File: config.mk
export PLATFORM = sky130hd
export DESIGN_NAME = raqe_div
export DESIGN_NICKNAME = d
export VERILOG_FILES = /design/src/design/raqe_pkg.sv /design/src/design/raqe_div.sv
export SDC_FILE = /design/constraint.sdc
export NUM_CORES = 1
export LEC_CHECK = 0
export ABC_AREA = 1
export BUFFER_PORTS_ARGS = -buffer_cell sky130_fd_sc_hd__clkbuf_2
export CAP_MARGIN = 10
export CORE_ASPECT_RATIO = 0.9
export CORE_MARGIN = 5
export CORE_UTILIZATION = 38
export CTS_CLUSTER_SIZE = 16
export DETAILED_ROUTE_END_ITERATION = 16
export PLACE_DENSITY_LB_ADDON = 0.3
export SYNTH_ARGS = -nofsm -noshare
export SYNTH_HDL_FRONTEND = slang
export SYNTH_SLANG_ARGS = --single-unit
File: constraint.sdc
create_clock -name i_clk -period 2.18 [get_ports i_clk]
set_input_delay 0.109 -clock i_clk [delete_from_list [all_inputs] [get_ports i_clk]]
set_output_delay 0.109 -clock i_clk [all_outputs]
set_load 0.02 [all_outputs]
File: src/design/raqe_pkg.sv
package raqe_pkg;

    localparam int STORE_DEPTH   = 1024;
    localparam int ELEMENT_WIDTH = 32;

    localparam int ADDR_W   = $clog2(STORE_DEPTH);
    localparam int LEN_W    = $clog2(STORE_DEPTH + 1);
    localparam int KIND_W   = 3;
    localparam int VALUE_W  = 32;
    localparam int START_W  = 10;
    localparam int COUNT_W  = 11;
    localparam int RESULT_W = 42;
    // exact sum of up to STORE_DEPTH elements
    localparam int ACC_W    = ELEMENT_WIDTH + LEN_W;
    localparam int CMP_W    = (LEN_W > COUNT_W) ? LEN_W : COUNT_W;

    localparam logic [KIND_W-1:0] KIND_APPEND = 3'd0;
    localparam logic [KIND_W-1:0] KIND_CLEAR  = 3'd1;
    localparam logic [KIND_W-1:0] KIND_SUM    = 3'd2;
    localparam logic [KIND_W-1:0] KIND_AVG    = 3'd3;
    localparam logic [KIND_W-1:0] KIND_MIN    = 3'd4;
    localparam logic [KIND_W-1:0] KIND_MAX    = 3'd5;

    typedef struct packed {
        logic              go;
        logic [ACC_W-1:0]  mag;
        logic [LEN_W-1:0]  divisor;
    } t_div_req;

    typedef struct packed {
        logic              done;
        logic [ACC_W-1:0]  quo;
    } t_div_rsp;

endpackage

File: src/design/raqe_div.sv
module raqe_div import raqe_pkg::*; (
    input  logic     i_clk,
    input  logic     i_rst_n,
    input  t_div_req i_req,
    output t_div_rsp o_rsp
);

    localparam int STEP_W = $clog2(ACC_W);

    logic              r_busy;
    logic              r_done;
    logic [STEP_W-1:0] r_step;
    logic [LEN_W:0]    r_rem;
    logic [ACC_W-1:0]  r_quo;
    logic [LEN_W-1:0]  r_div;

    logic [LEN_W:0]    w_shift;
    logic              w_ge;

    // restoring divide, one quotient bit per cycle
    assign w_shift = {r_rem[LEN_W-1:0], r_quo[ACC_W-1]};
    assign w_ge    = (w_shift >= {1'b0, r_div});

    always_ff @(posedge i_clk) begin
        if (!i_rst_n) begin
            r_busy <= 1'b0;
            r_done <= 1'b0;
        end else begin
            r_done <= r_busy && !i_req.go && (r_step == STEP_W'(ACC_W - 1));
            if (i_req.go) begin
                r_busy <= 1'b1;
                r_step <= '0;
                r_rem  <= '0;
                r_quo  <= i_req.mag;
                r_div  <= i_req.divisor;
            end else if (r_busy) begin
                r_rem  <= w_ge ? (w_shift - {1'b0, r_div}) : w_shift;
                r_quo  <= {r_quo[ACC_W-2:0], w_ge};
                r_step <= r_step + 1'b1;
                if (r_step == STEP_W'(ACC_W - 1)) begin
                    r_busy <= 1'b0;
                end
            end
        end
    end

    assign o_rsp.done = r_done;
    assign o_rsp.quo  = r_quo;

endmodule

==> flow_metrics.env <==
export IMPL_status="completed"
export IMPL_synth_xor_area_share=0.00679
export IMPL_nNetsFinal=628
export IMPL_post_route_util=0.490
export IMPL_die_area_um2=12300
export IMPL_dr_pass1_iters=4
export IMPL_synth_compound_area_frac=0.0152
export IMPL_avgSynthCellArea_um2=8.74
export IMPL_max_cap_violations=0
export IMPL_clk_path_buf_depth=2
export IMPL_crit_top_cell="nand3_2"
export IMPL_holdCritStartpoint="i_req[32]"
export IMPL_die_w_um=116
export IMPL_critPathMaxFanout=12
export IMPL_synth_seq_area_share=0.561
export IMPL_ant_nets=0
export IMPL_cts_root_buf="clkbuf_16"
export IMPL_area_delta_synth_final_pct=28.0
export IMPL_synth_largest_area_cell="edfxtp_1"
export IMPL_grt_pass1_vias=3178
export IMPL_cts_tree="yes"
export IMPL_cp_start_kind="register"
export IMPL_min_period_ns=2.02
export IMPL_fmax_mhz=494
export IMPL_syn_area_um2=3870
export IMPL_end_kind="register"
export IMPL_finalMaxSlewViolations=0
export IMPL_finalWeightedCongestion=0.801
export IMPL_yosysUniqueCellTypes=26
export IMPL_timing_critical_path_slowest_stage_cell="edfxtp_1"
export IMPL_grt_overflow=0
export IMPL_maxSlewHeadroom=0.613
export IMPL_power_density_nw_per_um2=853
export IMPL_synth_seq_cells=73
export IMPL_worst_pin_slew_ns=0.580
export IMPL_hold_viol=0
export IMPL_die_y_um=106
export IMPL_num_vias=3150
export IMPL_final_layout_size_suffix_gt1_frac=0.254
export IMPL_synth_area_leaders="edfxtp_1 (55%), nand2_1 (19%), inv_1 (5.2%)"
export IMPL_synth_enable_flop_cells=71
export IMPL_finalSetupViolCount=0
export IMPL_ys_warn_count=0
export IMPL_coreArea_um2=10100
export IMPL_antenna_found_initial=0
export IMPL_crit_start="r_quo[42]"
export IMPL_drt_iter0_drc=117
export IMPL_cts_sinks=73
export IMPL_routedWlPerCell_um=12.3
export IMPL_finalSetupTns_ns=0
export IMPL_crit_required_ns=2.26
export IMPL_detailed_place_hpwl_um=6430
export IMPL_boundaryPins=101
export IMPL_portBuffers=100
export IMPL_final_cell_mix="nand2_1 (196), clkbuf_2 (100), edfxtp_1 (71)"
export IMPL_vdd_drop_max_uv=402
export IMPL_grt_max_degree=36
export IMPL_synth_ff_type="edfxtp_1"
export IMPL_rsz0062_at_grt="no"
export IMPL_vias_per_cell=4.56
export IMPL_yosys_mux_area_fraction=0
export IMPL_arrival_ns=2.10
export IMPL_skew_ns=0.00690
export IMPL_layout_commonest_cell="nand2_1"
export IMPL_drc=0
export IMPL_yosys_area_top_type_share=0.551
export IMPL_r2r_slack_ns=0.16
export IMPL_crit_end="r_rem[10]"
export IMPL_clock_latency_ns=0.33
export IMPL_postSynth_asyncResetShare=0
export IMPL_start_util=0.383
export IMPL_grt_pass1_wl_um=14300
export IMPL_rr_worst_depth=12
export IMPL_timing_final_crit_share=0.928
export IMPL_htreeDepth=3
export IMPL_timing_rr_start="r_quo[42]"
export IMPL_cts_setup_buffers=0
export IMPL_cts_buffers=9
export IMPL_wl_um=8500
export IMPL_rows=35
export IMPL_crit_chain="inv_1 > ha_2 > fa_2 > inv_1 > nand3_1 > nand3_2 > nand3_2 > nand3_2 > nor2_2 > buf_4 > nor2_1 > nor2_1"
export IMPL_synthAdderAreaFrac=0.0472
export IMPL_syn_num_nets=514
export IMPL_clk_pin_slew_worst_paths_ns=0.06
export IMPL_min_path_type="in2reg"
export IMPL_synth_cells=443
export IMPL_synth_top_family_by_area="simple AND/OR/NAND/NOR gates"
export IMPL_path_class="reg2reg"
export IMPL_synth_simple_area_share=0.293
export IMPL_reg2reg_to="r_rem[10]"
export IMPL_antenna_cells=0
export IMPL_power_leakage_nw=2.50
export IMPL_nFillCells=945
export IMPL_grtUsageTotal=0.145
export IMPL_slowest_delay_ns=0.35
metal layers:
metal / GRT usage / vias to the layer above / part of all wire
li1: - / 1636 / -
met1: 0.192 / 1413 / 0.46
met2: 0.232 / 94 / 0.47
met3: 0.0396 / 7 / 0.068
met4: 0.0389 / 0 / 0.0076
met5: 0 / - / 0
timing repair:
| action | 4_1_cts | 5_1_grt |
|---|---|---|
| endpoints found under the hold margin | 11 | 0 |
| setup endpoints to repair | 0 | 11 |
| resized for setup | 0 | 2 |
| hold buffers | 11 | 0 |
synth_stat cells, types with 4 or more instances:
| cell | number |
|---|---|
| nor2_1 | 32 |
| nor2_2 | 6 |
| ha_1 | 13 |
| inv_1 | 54 |
| a21oi_1 | 7 |
| clkbuf_1 | 9 |
| nand3_1 | 12 |
| nand4_1 | 12 |
| edfxtp_1 | 71 |
| nand2_1 | 197 |
| nand3_2 | 4 |
sequential cells by signal, summed over array words and instances (netlist names):
signal	cells
r_quo	43
r_rem	11
r_done	1
r_busy	1
r_div	11
r_step	6
worst min path at each step:
| stage | to | slack (ns) | cells after the start |
|---|---|---|---|
| 6_report | r_quo[21] | 0.05 | 3 |
| 3_5_place_dp | r_div[9] | 0.29 | 1 |
| 3_3_place_gp | r_div[8] | 0.29 | 1 |
| 4_1_cts | r_quo[18] | 0.04 | 3 |
| 2_1_floorplan | r_div[0] | 0.21 | 0 |
| 5_1_grt | r_quo[21] | 0.04 | 3 |
where the power goes:
group	internal [mW]	leakage, nW	switching (mW)
logic	0.323	1.64	0.561
registers	1.72	0.707	0.0747
clock network	1.00	0.155	0.554
per-stage QoR:
step / instance area [um2] / setup WS (ns) / instances / power (mW) / hold WS (ns)
2_1_floorplan: 3870 / 0.0790 / 443 / 2.42 / 0.208
3_3_place_gp: 4520 / 0.145 / 664 / 2.67 / 0.288
3_5_place_dp: 4520 / 0.0859 / 664 / 2.69 / 0.288
4_1_cts: 4950 / 0.0561 / 691 / 4.26 / 0.0397
5_1_grt: 4960 / 0.0389 / 691 / 4.47 / 0.0410
6_report: 4960 / 0.158 / 691 / 4.23 / 0.0469
worst max-delay path: cells and delay by family, from the launching register on:
family / cells / cell delay, ns
flops: 1 / 0.35
buf+inv: 3 / 0.33
fa+ha+maj: 2 / 0.55
simple gates: 7 / 0.55
cell families (layout without fill, tap and decap cells):
| kind of cell | Yosys count | after routing |
|---|---|---|
| AND/OR/NAND/NOR | 271 | 271 |
| buffers and inverters | 71 | 190 |
| XOR/XNOR | 3 | 3 |
| AO/OA/AOI/OAI | 11 | 11 |
| flip-flops | 73 | 73 |
| adder cells (fa/ha/maj) | 14 | 14 |
area by class of cell:
type / count / area (um2) / area share
clock inverters: 7 / 95.1 / 0.0192
clock buffers: 9 / 225 / 0.0454
repair buffers: 120 / 691 / 0.139
multi-input cells: 299 / 1410 / 0.285
flip-flops and latches: 73 / 2170 / 0.438
inverters: 54 / 203 / 0.0409
well taps: 129 / 161 / 0.0326
(Power assumes the default switching activity.)
